==> src/rtl/sdcds_pkg.sv <==
package sdcds_pkg;

    // Field widths of the configuration registers and the item payloads.
    localparam int SPEC_W     = 3;
    localparam int MULT_W     = 9;
    localparam int BASE_W     = 28;
    localparam int PRESET_W   = 16;
    localparam int TARGET_W   = 32;
    localparam int CTRL_W     = 16;
    localparam int ACTUAL_W   = 32;
    localparam int CFG_IDX_W  = 3;
    localparam int CFG_DATA_W = 32;

    // Datapath widths: the product base*mult, the divider, the divider code,
    // target+1 and the running multiple of target+1.
    localparam int NUM_W  = BASE_W + MULT_W;
    localparam int DIV_W  = 11;
    localparam int CODE_W = 10;
    localparam int T1_W   = TARGET_W + 1;
    localparam int ACC_W  = T1_W + DIV_W;
    localparam int CNT_W  = $clog2(NUM_W + 1);

    // Default search limits.
    localparam int PROG_DIV_MAX_DEF = 1024;
    localparam int V3_DIV_LIMIT_DEF = 2046;
    localparam int V2_DIV_LIMIT_DEF = 256;

    // Fixed constants of the clock-control word, the low-base quirk and the spec version.
    localparam logic [BASE_W-1:0] LOW_BASE_LIMIT = 28'd25000000;
    localparam logic [CTRL_W-1:0] PROG_MODE_BIT  = 16'h0020;
    localparam int                CLKGEN_SEL_POS = 10;
    localparam logic [SPEC_W-1:0] SPEC_V300      = 3'd2;

    // Configuration register indexes.
    typedef enum logic [CFG_IDX_W-1:0] {
        CFG_SPEC_VERSION     = 3'd0,
        CFG_USE_PRESET       = 3'd1,
        CFG_CLOCK_MULTIPLIER = 3'd2,
        CFG_DIV_ZERO_QUIRK   = 3'd3,
        CFG_BASE_CLOCK_HZ    = 3'd4,
        CFG_PRESET_WORD      = 3'd5
    } t_cfg_idx;

    typedef struct packed {
        logic [SPEC_W-1:0]   spec_version;
        logic                use_preset;
        logic [MULT_W-1:0]   clock_multiplier;
        logic                div_zero_quirk;
        logic [BASE_W-1:0]   base_clock_hz;
        logic [PRESET_W-1:0] preset_word;
    } t_cfg;

    // Divider selection modes.
    typedef enum logic [1:0] {
        MODE_PROG,
        MODE_EVEN,
        MODE_POW2,
        MODE_PRESET
    } t_mode;

    // Commands from the controller to the datapath.
    typedef struct packed {
        logic  load;
        logic  mult;
        logic  start;
        t_mode mode;
        logic  step;
        logic  finish;
        logic  div_step;
        logic  emit;
    } t_cmd;

    // Status from the datapath to the controller.
    typedef struct packed {
        logic done;
        logic fail;
        logic div_last;
    } t_stat;

    // Place a 10-bit divider code into a clock-control word.
    function automatic logic [CTRL_W-1:0] place_divider(
        input logic [CTRL_W-1:0] word,
        input logic [CODE_W-1:0] code
    );
        logic [CTRL_W-1:0] res;
        res = word | {code[7:0], 8'h00} | {8'h00, code[9:8], 6'h00};
        return res;
    endfunction

endpackage

==> src/rtl/sdcds_dp.sv <==
module sdcds_dp #(
    parameter int PROG_DIV_MAX = sdcds_pkg::PROG_DIV_MAX_DEF,
    parameter int V3_DIV_LIMIT = sdcds_pkg::V3_DIV_LIMIT_DEF,
    parameter int V2_DIV_LIMIT = sdcds_pkg::V2_DIV_LIMIT_DEF
) (
    input  logic                            i_clk,
    input  logic                            i_rst_n,
    input  sdcds_pkg::t_cfg                 i_cfg,
    input  sdcds_pkg::t_cmd                 i_cmd,
    output sdcds_pkg::t_stat                o_stat,
    input  logic [sdcds_pkg::TARGET_W-1:0]  i_target_clock_hz,
    input  logic [sdcds_pkg::CTRL_W-1:0]    i_current_clock_control,
    output logic [sdcds_pkg::CTRL_W-1:0]    o_clock_control,
    output logic [sdcds_pkg::ACTUAL_W-1:0]  o_actual_clock_hz
);
    import sdcds_pkg::*;

    logic [T1_W-1:0]     r_t1;
    logic [CTRL_W-1:0]   r_cur_ctrl;
    logic [NUM_W-1:0]    r_prod;
    logic [NUM_W-1:0]    r_num;
    logic [ACC_W-1:0]    r_acc;
    logic [DIV_W-1:0]    r_div;
    t_mode               r_mode;
    logic [CTRL_W-1:0]   r_ctrl_word;
    logic [DIV_W-1:0]    r_divisor;
    logic [DIV_W-1:0]    r_rem;
    logic [NUM_W-1:0]    r_quo;
    logic [CNT_W-1:0]    r_cnt;
    logic [CTRL_W-1:0]   r_out_ctrl;
    logic [ACTUAL_W-1:0] r_out_actual;

    logic [ACC_W-1:0]  t1_ext;
    logic              hit;
    logic              is_one;
    logic              lim_prog;
    logic              lim_v3;
    logic              lim_v2;
    logic [DIV_W-1:0]  n_div;
    logic [ACC_W-1:0]  n_acc;
    logic              preset_prog;
    logic [NUM_W-1:0]  num_sel;
    logic [CODE_W-1:0] pcode;
    logic [CODE_W-1:0] f_code;
    logic [CTRL_W-1:0] f_word;
    logic [DIV_W-1:0]  f_divisor;
    logic [DIV_W:0]    shifted;
    logic [DIV_W:0]    diff;
    logic              ge;
    logic [DIV_W-1:0]  n_rem;

    // A divider d meets the target when floor(num/d) <= target,
    // which is num < (target+1)*d; r_acc holds (target+1)*d.
    assign t1_ext   = ACC_W'(r_t1);
    assign hit      = ACC_W'(r_num) < r_acc;
    assign is_one   = r_div == DIV_W'(1);
    assign lim_prog = r_div >= DIV_W'(PROG_DIV_MAX);
    assign lim_v3   = !is_one && (r_div >= DIV_W'(V3_DIV_LIMIT));
    assign lim_v2   = r_div >= DIV_W'(V2_DIV_LIMIT);

    // Search status and next divider for each mode.
    always_comb begin
        o_stat.done     = 1'b0;
        o_stat.fail     = 1'b0;
        o_stat.div_last = r_cnt == CNT_W'(1);
        n_div           = r_div;
        n_acc           = r_acc;
        unique case (r_mode)
            MODE_PROG: begin
                o_stat.done = hit;
                o_stat.fail = !hit && lim_prog;
                n_div       = r_div + DIV_W'(1);
                n_acc       = r_acc + t1_ext;
            end
            MODE_EVEN: begin
                o_stat.done = lim_v3 || hit;
                if (is_one) begin
                    n_div = DIV_W'(2);
                    n_acc = r_acc + t1_ext;
                end else begin
                    n_div = r_div + DIV_W'(2);
                    n_acc = r_acc + {t1_ext[ACC_W-2:0], 1'b0};
                end
            end
            MODE_POW2: begin
                o_stat.done = lim_v2 || hit;
                n_div       = {r_div[DIV_W-2:0], 1'b0};
                n_acc       = {r_acc[ACC_W-2:0], 1'b0};
            end
            MODE_PRESET: begin
                o_stat.done = 1'b1;
            end
        endcase
    end

    // The numerator is the product in programmable mode and for programmable presets, and the base otherwise.
    assign preset_prog = (i_cfg.clock_multiplier != '0) && i_cfg.preset_word[CLKGEN_SEL_POS];
    always_comb begin
        if (i_cmd.mode == MODE_PROG || (i_cmd.mode == MODE_PRESET && preset_prog)) begin
            num_sel = r_prod;
        end else begin
            num_sel = NUM_W'(i_cfg.base_clock_hz);
        end
    end

    // Divider code, control word and real divider once the search is over.
    assign pcode = i_cfg.preset_word[CODE_W-1:0];
    always_comb begin
        f_word    = '0;
        f_code    = r_div[DIV_W-1:1];
        f_divisor = r_div;
        unique case (r_mode)
            MODE_PROG: begin
                f_word = PROG_MODE_BIT;
                f_code = CODE_W'(r_div - DIV_W'(1));
            end
            MODE_EVEN: begin
                if (i_cfg.div_zero_quirk && (f_code == '0)
                        && (i_cfg.base_clock_hz <= LOW_BASE_LIMIT)) begin
                    f_code = CODE_W'(1);
                end
            end
            MODE_POW2: begin
                f_word = '0;
            end
            MODE_PRESET: begin
                f_code = pcode;
                if (preset_prog) begin
                    f_word    = PROG_MODE_BIT;
                    f_divisor = DIV_W'(pcode) + DIV_W'(1);
                end else begin
                    f_word = r_cur_ctrl;
                    if (pcode == '0) begin
                        f_divisor = DIV_W'(1);
                    end else begin
                        f_divisor = {pcode, 1'b0};
                    end
                end
            end
        endcase
    end

    // One restoring division step: shift in a numerator bit, subtract if it fits.
    assign shifted = {r_rem, r_quo[NUM_W-1]};
    assign diff    = shifted - {1'b0, r_divisor};
    assign ge      = shifted >= {1'b0, r_divisor};
    assign n_rem   = ge ? diff[DIV_W-1:0] : shifted[DIV_W-1:0];

    // Datapath registers, each loaded on the controller commands that name it.
    always_ff @(posedge i_clk) begin
        if (i_cmd.load) begin
            r_t1       <= T1_W'(i_target_clock_hz) + T1_W'(1);
            r_cur_ctrl <= i_current_clock_control;
        end
        if (i_cmd.mult) begin
            r_prod <= NUM_W'(i_cfg.base_clock_hz) * NUM_W'(i_cfg.clock_multiplier);
        end
        if (i_cmd.start) begin
            r_mode <= i_cmd.mode;
            r_num  <= num_sel;
            r_div  <= DIV_W'(1);
            r_acc  <= t1_ext;
        end
        if (i_cmd.step) begin
            r_div <= n_div;
            r_acc <= n_acc;
        end
        if (i_cmd.finish) begin
            r_ctrl_word <= place_divider(f_word, f_code);
            r_divisor   <= f_divisor;
            r_quo       <= r_num;
            r_rem       <= '0;
            r_cnt       <= CNT_W'(NUM_W);
        end
        if (i_cmd.div_step) begin
            r_quo <= {r_quo[NUM_W-2:0], ge};
            r_rem <= n_rem;
            r_cnt <= r_cnt - CNT_W'(1);
        end
        if (i_cmd.emit) begin
            r_out_ctrl <= r_ctrl_word;
            if (|r_quo[NUM_W-1:ACTUAL_W]) begin
                r_out_actual <= '1;
            end else begin
                r_out_actual <= r_quo[ACTUAL_W-1:0];
            end
        end
    end

    assign o_clock_control   = r_out_ctrl;
    assign o_actual_clock_hz = r_out_actual;

    // The divider is never zero while the division runs.
    a_divisor_nonzero: assert property (@(posedge i_clk) disable iff (!i_rst_n)
        i_cmd.div_step |-> r_divisor != '0)
        else $error("division step with a zero divisor");

    // The partial remainder stays below the divisor.
    a_rem_below_div: assert property (@(posedge i_clk) disable iff (!i_rst_n)
        i_cmd.div_step |-> r_rem < r_divisor)
        else $error("partial remainder not below divisor");

    // A result is taken only after every division step has run.
    a_emit_after_div: assert property (@(posedge i_clk) disable iff (!i_rst_n)
        i_cmd.emit |-> r_cnt == '0)
        else $error("result taken before the division finished");

endmodule

==> src/rtl/sdcds_ctrl.sv <==
module sdcds_ctrl (
    input  logic             i_clk,
    input  logic             i_rst_n,
    input  sdcds_pkg::t_cfg  i_cfg,
    input  logic             i_in_valid,
    output logic             o_in_ready,
    output logic             o_out_valid,
    input  logic             i_out_ready,
    output sdcds_pkg::t_cmd  o_cmd,
    input  sdcds_pkg::t_stat i_stat
);
    import sdcds_pkg::*;

    typedef enum logic [2:0] {
        ST_IDLE,
        ST_PROD,
        ST_SETUP,
        ST_SEARCH,
        ST_DIV,
        ST_DONE
    } t_state;

    t_state r_state;
    logic   r_in_ready;
    logic   r_out_valid;
    t_mode  setup_mode;
    logic   in_accept;

    assign in_accept = i_in_valid && r_in_ready;

    // First search mode for the configured spec version and features.
    always_comb begin
        if (i_cfg.spec_version < SPEC_V300) begin
            setup_mode = MODE_POW2;
        end else if (i_cfg.use_preset) begin
            setup_mode = MODE_PRESET;
        end else if (i_cfg.clock_multiplier != '0) begin
            setup_mode = MODE_PROG;
        end else begin
            setup_mode = MODE_EVEN;
        end
    end

    // Datapath commands for the current state.
    always_comb begin
        o_cmd      = '0;
        o_cmd.mode = setup_mode;
        unique case (r_state)
            ST_IDLE: begin
                o_cmd.load = in_accept;
            end
            ST_PROD: begin
                o_cmd.mult = 1'b1;
            end
            ST_SETUP: begin
                o_cmd.start = 1'b1;
            end
            ST_SEARCH: begin
                if (i_stat.fail) begin
                    // Programmable search exhausted: fall back to even dividers.
                    o_cmd.start = 1'b1;
                    o_cmd.mode  = MODE_EVEN;
                end else if (i_stat.done) begin
                    o_cmd.finish = 1'b1;
                end else begin
                    o_cmd.step = 1'b1;
                end
            end
            ST_DIV: begin
                o_cmd.div_step = 1'b1;
            end
            ST_DONE: begin
                o_cmd.emit = !r_out_valid || i_out_ready;
            end
            default: begin
                o_cmd = '0;
            end
        endcase
    end

    // State and handshake registers.
    always_ff @(posedge i_clk) begin
        if (!i_rst_n) begin
            r_state     <= ST_IDLE;
            r_in_ready  <= 1'b1;
            r_out_valid <= 1'b0;
        end else begin
            if (o_cmd.emit) begin
                r_out_valid <= 1'b1;
            end else if (i_out_ready) begin
                r_out_valid <= 1'b0;
            end
            unique case (r_state)
                ST_IDLE: begin
                    if (in_accept) begin
                        r_state    <= ST_PROD;
                        r_in_ready <= 1'b0;
                    end
                end
                ST_PROD: begin
                    r_state <= ST_SETUP;
                end
                ST_SETUP: begin
                    r_state <= ST_SEARCH;
                end
                ST_SEARCH: begin
                    if (!i_stat.fail && i_stat.done) begin
                        r_state <= ST_DIV;
                    end
                end
                ST_DIV: begin
                    if (i_stat.div_last) begin
                        r_state <= ST_DONE;
                    end
                end
                ST_DONE: begin
                    if (o_cmd.emit) begin
                        r_state    <= ST_IDLE;
                        r_in_ready <= 1'b1;
                    end
                end
                default: begin
                    r_state    <= ST_IDLE;
                    r_in_ready <= 1'b1;
                end
            endcase
        end
    end

    assign o_in_ready  = r_in_ready;
    assign o_out_valid = r_out_valid;

    // An accepted item starts the product stage at once.
    a_accept_starts: assert property (@(posedge i_clk) disable iff (!i_rst_n)
        in_accept |=> r_state == ST_PROD)
        else $error("accepted item did not start processing");

    // A new result appears only out of the final state.
    a_valid_from_done: assert property (@(posedge i_clk) disable iff (!i_rst_n)
        $rose(r_out_valid) |-> $past(r_state) == ST_DONE)
        else $error("result valid raised outside the final state");

    // The search never advances past a terminating divider.
    a_step_not_done: assert property (@(posedge i_clk) disable iff (!i_rst_n)
        o_cmd.step |-> !(i_stat.done || i_stat.fail))
        else $error("search stepped past its end");

    // The last division step leads to the final state.
    a_div_to_done: assert property (@(posedge i_clk) disable iff (!i_rst_n)
        (r_state == ST_DIV && i_stat.div_last) |=> r_state == ST_DONE)
        else $error("division end did not reach the final state");

endmodule

==> src/rtl/sd_clock_divider_select_unit.sv <==
// SD host clock divider selection.
// Input channel (i_in_valid / o_in_ready) takes one item: the requested card
// clock and the present clock-control word. Output channel (o_out_valid /
// i_out_ready) returns one item per input: the clock-control word and the
// resulting card clock, saturated to 32 bits. The configuration channel
// (i_cfg_valid / o_cfg_ready, always ready) writes one register per item by
// index: spec version, preset enable, multiplier, divider-zero quirk, base
// clock, preset word; write it only while no item is in flight.
// Each accepted item runs a divider search, one candidate divider per cycle,
// then a bit-serial division of base*multiplier (programmable mode and
// programmable presets) or of the base (other modes) by the chosen divider.
// The search tries dividers up to PROG_DIV_MAX in programmable mode, then
// even dividers up to V3_DIV_LIMIT in even mode or on a fallback, powers of
// two up to V2_DIV_LIMIT before spec 3.00, and none with presets. One item
// is worked on at a time, and the next is accepted once the result reaches
// the output register.
// Reset restores the configuration registers, idles the sequencer and
// empties the output. A finished result waits in the output register while
// the receiver stalls; the next item is accepted meanwhile, and its result
// waits for that slot.
module sd_clock_divider_select_unit #(
    parameter int PROG_DIV_MAX = sdcds_pkg::PROG_DIV_MAX_DEF,
    parameter int V3_DIV_LIMIT = sdcds_pkg::V3_DIV_LIMIT_DEF,
    parameter int V2_DIV_LIMIT = sdcds_pkg::V2_DIV_LIMIT_DEF
) (
    input  logic                              i_clk,
    input  logic                              i_rst_n,
    input  logic                              i_in_valid,
    output logic                              o_in_ready,
    input  logic [sdcds_pkg::TARGET_W-1:0]    i_target_clock_hz,
    input  logic [sdcds_pkg::CTRL_W-1:0]      i_current_clock_control,
    output logic                              o_out_valid,
    input  logic                              i_out_ready,
    output logic [sdcds_pkg::CTRL_W-1:0]      o_clock_control,
    output logic [sdcds_pkg::ACTUAL_W-1:0]    o_actual_clock_hz,
    input  logic                              i_cfg_valid,
    output logic                              o_cfg_ready,
    input  logic [sdcds_pkg::CFG_IDX_W-1:0]   i_cfg_index,
    input  logic [sdcds_pkg::CFG_DATA_W-1:0]  i_cfg_data
);
    import sdcds_pkg::*;

    t_cfg  r_cfg;
    t_cmd  cmd;
    t_stat stat;

    assign o_cfg_ready = 1'b1;

    // Configuration registers; indexes past the list are ignored.
    always_ff @(posedge i_clk) begin
        if (!i_rst_n) begin
            r_cfg.spec_version     <= SPEC_V300;
            r_cfg.use_preset       <= 1'b0;
            r_cfg.clock_multiplier <= '0;
            r_cfg.div_zero_quirk   <= 1'b0;
            r_cfg.base_clock_hz    <= '0;
            r_cfg.preset_word      <= '0;
        end else if (i_cfg_valid) begin
            unique case (i_cfg_index)
                CFG_SPEC_VERSION:     r_cfg.spec_version     <= i_cfg_data[SPEC_W-1:0];
                CFG_USE_PRESET:       r_cfg.use_preset       <= i_cfg_data[0];
                CFG_CLOCK_MULTIPLIER: r_cfg.clock_multiplier <= i_cfg_data[MULT_W-1:0];
                CFG_DIV_ZERO_QUIRK:   r_cfg.div_zero_quirk   <= i_cfg_data[0];
                CFG_BASE_CLOCK_HZ:    r_cfg.base_clock_hz    <= i_cfg_data[BASE_W-1:0];
                CFG_PRESET_WORD:      r_cfg.preset_word      <= i_cfg_data[PRESET_W-1:0];
                default: begin
                    r_cfg <= r_cfg;
                end
            endcase
        end
    end

    // Sequencer for the search and division.
    sdcds_ctrl u_ctrl (
        .i_clk       (i_clk),
        .i_rst_n     (i_rst_n),
        .i_cfg       (r_cfg),
        .i_in_valid  (i_in_valid),
        .o_in_ready  (o_in_ready),
        .o_out_valid (o_out_valid),
        .i_out_ready (i_out_ready),
        .o_cmd       (cmd),
        .i_stat      (stat)
    );

    // Divider search, bit-serial division and result registers.
    sdcds_dp #(
        .PROG_DIV_MAX (PROG_DIV_MAX),
        .V3_DIV_LIMIT (V3_DIV_LIMIT),
        .V2_DIV_LIMIT (V2_DIV_LIMIT)
    ) u_dp (
        .i_clk                   (i_clk),
        .i_rst_n                 (i_rst_n),
        .i_cfg                   (r_cfg),
        .i_cmd                   (cmd),
        .o_stat                  (stat),
        .i_target_clock_hz       (i_target_clock_hz),
        .i_current_clock_control (i_current_clock_control),
        .o_clock_control         (o_clock_control),
        .o_actual_clock_hz       (o_actual_clock_hz)
    );

endmodule
==> config.mk <==
export PLATFORM = sky130hd
export DESIGN_NAME = sd_clock_divider_select_unit
export DESIGN_NICKNAME = d
export VERILOG_FILES = /design/src/rtl/sdcds_pkg.sv /design/src/rtl/sdcds_dp.sv /design/src/rtl/sdcds_ctrl.sv /design/src/rtl/sd_clock_divider_select_unit.sv
export SDC_FILE = /design/constraint.sdc
export NUM_CORES = 1
export LEC_CHECK = 0
export BUFFER_PORTS_ARGS = -buffer_cell sky130_fd_sc_hd__buf_2
export CORE_UTILIZATION = 33
export CTS_CLUSTER_DIAMETER = 200
export DETAILED_ROUTE_END_ITERATION = 6
export GPL_TIMING_DRIVEN = 0
export MAX_ROUTING_LAYER = met4
export PLACE_DENSITY = 0.59
export SLEW_MARGIN = 20
export SYNTH_ARGS = -nofsm -noshare
export SYNTH_HDL_FRONTEND = slang
export SYNTH_SLANG_ARGS = --single-unit
==> constraint.sdc <==
create_clock -name i_clk -period 7.4 [get_ports i_clk]
set_input_delay 1.48 -clock i_clk [delete_from_list [all_inputs] [get_ports i_clk]]
set_output_delay 1.48 -clock i_clk [all_outputs]
set_load 0.1 [all_outputs]
==> metrics <==
status finished clean; PD cells 203 nW/um^2; Fmax between 150 and 200 MHz; post-route ant nets 0; Reg-to-Reg End u_dp.r_prod[36]$_DFFE_PP_; vias in the first global route about 23000; DR vias 23600; YS warnings 0; sw frac 0.338; Synth Area in Simple Gates 0.179; most frequent CP cell fa_1; synthesized area around 30000 um^2; post-synthesis mux area share 0.0151; final cell count without fillers 4557; Num Clock Sinks 366; first-pass GRT wire length between 100000 and 150000 um; Post-Route WL 88800 um; ys async rst share 0; io pins 139; Seq pwr share 0.382; Synth area leader edfxtp_1; worst path cell trace clkbuf_1 > clkbuf_1 > and2_1 > fa_1 > fa_1 > fa_1 > inv_1 > fa_1 > inv_1 > ha_1 > and3_1 > a221oi_1 > a21oi_1 > o31ai_1 > nand3_1 > a31oi_1 > o211ai_1 > o21ai_1 > xnor2_1; R2R cell count 19; Max Slew Vio Count 0; Post-CTS Setup Inserts 0; worst skew pair latency 0.61 ns; Least-Margin Pin Slew between 0.9 and 1 ns; CTS HTree Levels 2; r2r setup slk ~0.75 ns; setup TNS 0 ns; GRT busiest layer met2; Worst setup EP type flip-flop; M3 GR Usage 0.0294; final instance area 33800 um^2; synth top area cells edfxtp_1 (31%), fa_1 (12%), ha_1 (7.8%), nand2_1 (6.0%), dfxtp_1 (3.8%); Hold Fails Final Rpt 0; Netlist cell types between 100 and 150; CTS resizes 0; syn avg cell area 9.46 um^2; Initial Util 0.335; TritonRoute pass-1 iters 6; delay-heaviest family, CP adder cells; Comb power frac 0.269; switching pwr around 2.3 mW; root buf cell clkbuf_16; Nets 3810; Leak 14.1 nW; All-Layer GR Usage 0.199; total grt overflow 0; Yosys reg bits roughly 370; period utilization 0.899; hold path depth 0; initial antenna violation count 3; DP Area roughly 32000 um^2; Post-synth EDFFs 309; routed vias/inst slightly above 5; fraction of layout cells with a size suffix above 1 0.0959; Synth Area in Adders 0.203; Site Rows 109; post-synth top area share 0.311; RSZ-0062 raised after global routing no; Syn Inst Count about 3200; pin count of the biggest net entering global routing 39; DP HPWL a little over 70000 um; required time of the critical path 7.74 ns; Clock Skew around 0.04 ns; worst-path fanout max 10; Hold Buf Count CTS 0; Worst path slowest cell clkbuf_1; die height approximately 300 um; Slew HR 0.350; Inst Count DP about 4500; met2 Usage GRT 0.319; Net Count, Synth between 3000 and 4000; die footprint slightly above 90000 um^2; sequential-to-total area share from yosys stat 0.350; Area growth, synth to finish 13.5%; input/output buffers between 100 and 150; CP peak stage delay around 0.6 ns; Hold EP u_dp.o_clock_control[2]$_DFFE_PP_; Post-synth top cells nand2_1 (479), edfxtp_1 (309), inv_1 (301); count leader, synth nand2_1; crit path DAT approximately 7 ns; worst r2r src r_cfg[53]$_SDFFE_PN0P_; worst min-delay path category flip-flop to flip-flop; core area 88900 um^2; Crit path buffers/inverters 4; worst IR drop on VDD around 0.00016 V; Startpoint Class flip-flop; internal power about 4.5 mW; Tmin final between 6 and 7 ns; final cell utilization of the core 0.381; largest family of logic cells by synthesized area adder cells; CTS tree done; # setup viols final 0; CTS buffer count 48; Synth Area in Compound Gates 0.144; min-delay src u_dp.r_ctrl_word[2]$_DFFE_PP_; GRT met1 Usage 0.265; Max Cap Viol 0; Synth Area in XOR/XNOR 0.0438; die width around 300 um; Placer Congestion ~0.92; CTS clock-pin slew for the worst setup and hold paths approximately 0.060 ns; DRC viols 0; crit path kind flip-flop to flip-flop; top_reg_cell synth edfxtp_1; Wirelength per Cell slightly below 20 um; maximum root-to-sink buffer count 3; Clock Power Share 0.349; initial drt markers 1787
## cell usage in the layout (no fill, tap or decap), types with 16 or more instances in the layout
cell and instances:
dfxtp_1 57, mux2_1 21, nand4_1 30, nor2_1 166
and3_1 20, inv_1 301, ha_1 185, nand3_1 69
xor2_1 49, or3_1 43, a21oi_1 142, buf_2 148
nand2_1 479, a221oi_1 26, edfxtp_1 309, a21boi_0 52
xnor2_1 100, clkbuf_16 49, clkbuf_1 145, nor2b_1 19
a22oi_1 29, a21o_1 53, o21bai_1 18, nand2b_1 20
o21a_1 16, o21ai_0 111, nor3_1 35, a31oi_1 21
a211oi_1 24, and2_1 163, o211ai_1 22, fa_1 186
## worst max-delay path by stage
| stage | startpoint | to | cells after the start |
|---|---|---|---|
| after floorplan | i_in_valid | u_dp.r_cur_ctrl[0]$_DFFE_PP_ | 2 |
| after global placement | i_in_valid | u_dp.r_t1[3]$_DFFE_PP_ | 3 |
| after detailed placement | r_cfg[53]$_SDFFE_PN0P_ | u_dp.r_prod[32]$_DFFE_PP_ | 19 |
| after CTS | r_cfg[53]$_SDFFE_PN0P_ | u_dp.r_prod[32]$_DFFE_PP_ | 19 |
| after global routing | r_cfg[53]$_SDFFE_PN0P_ | u_dp.r_prod[36]$_DFFE_PP_ | 19 |
| final | r_cfg[53]$_SDFFE_PN0P_ | u_dp.r_prod[36]$_DFFE_PP_ | 19 |
## cell type report
type / count / area (um^2)
Antenna cell: 4 / 10.0
Sequential cell: 366 / 10400
Clock buffer: 53 / 1250
Tap cell: 1165 / 1460
Fill cell: 8979 / 55100
Timing Repair Buffer: 150 / 906
Inverter: 302 / 1130
Buffer: 178 / 825
Multi-Input combinational cell: 2305 / 17500
Clock inverter: 34 / 357
## registers in the layout (all words and copies together) (netlist names), 2 cells and up
signal                  flops
u_dp.r_cnt                  6
u_dp.r_div                 11
u_dp.o_actual_clock_hz     32
u_dp.r_t1                  33
u_dp.r_cur_ctrl            16
r_cfg                      52
u_dp.r_num                 37
u_ctrl.r_state              3
u_dp.r_mode                 2
u_dp.o_clock_control       16
u_dp.r_divisor             11
u_dp.r_ctrl_word           16
u_dp.r_rem                 11
u_dp.r_prod                37
u_dp.r_quo                 37
u_dp.r_acc                 44
## routing by layer
layer  part of all wire  wire, um
met5                  0         0
met4              0.022      1950
met3              0.063      5620
met2               0.46     41100
met1               0.45     40100
## power by group through the flow
stage / registers, mW / clock network [mW] / logic [mW]
2_1_floorplan: 2.62 / 0 / 1.29
3_3_place_gp: 2.69 / 0 / 1.77
3_5_place_dp: 2.66 / 0 / 1.82
4_1_cts: 2.62 / 2.45 / 1.83
5_1_grt: 2.64 / 2.52 / 2.04
6_report: 2.62 / 2.40 / 1.85
## kinds of logic after synthesis
kind of cell,Yosys count
other cells,1
compound gates,627
simple gates,1116
fa+ha+maj,371
flops,366
buf+inv,480
xor+xnor,149
mux,41
## per-stage QoR
| stage | hold WS [ns] | worst slack [ns] | total power, mW |
|---|---|---|---|
| 6_report | 0.416 | 0.748 | 6.86 |
| 5_1_grt | 0.425 | 0.372 | 7.19 |
| 4_1_cts | 0.418 | 0.782 | 6.90 |
| 3_5_place_dp | 0.405 | 0.801 | 4.48 |
| 3_3_place_gp | 0.401 | -3.46 | 4.46 |
| 2_1_floorplan | 0.400 | 0.508 | 3.92 |
Power figures use the tool's default switching activity.
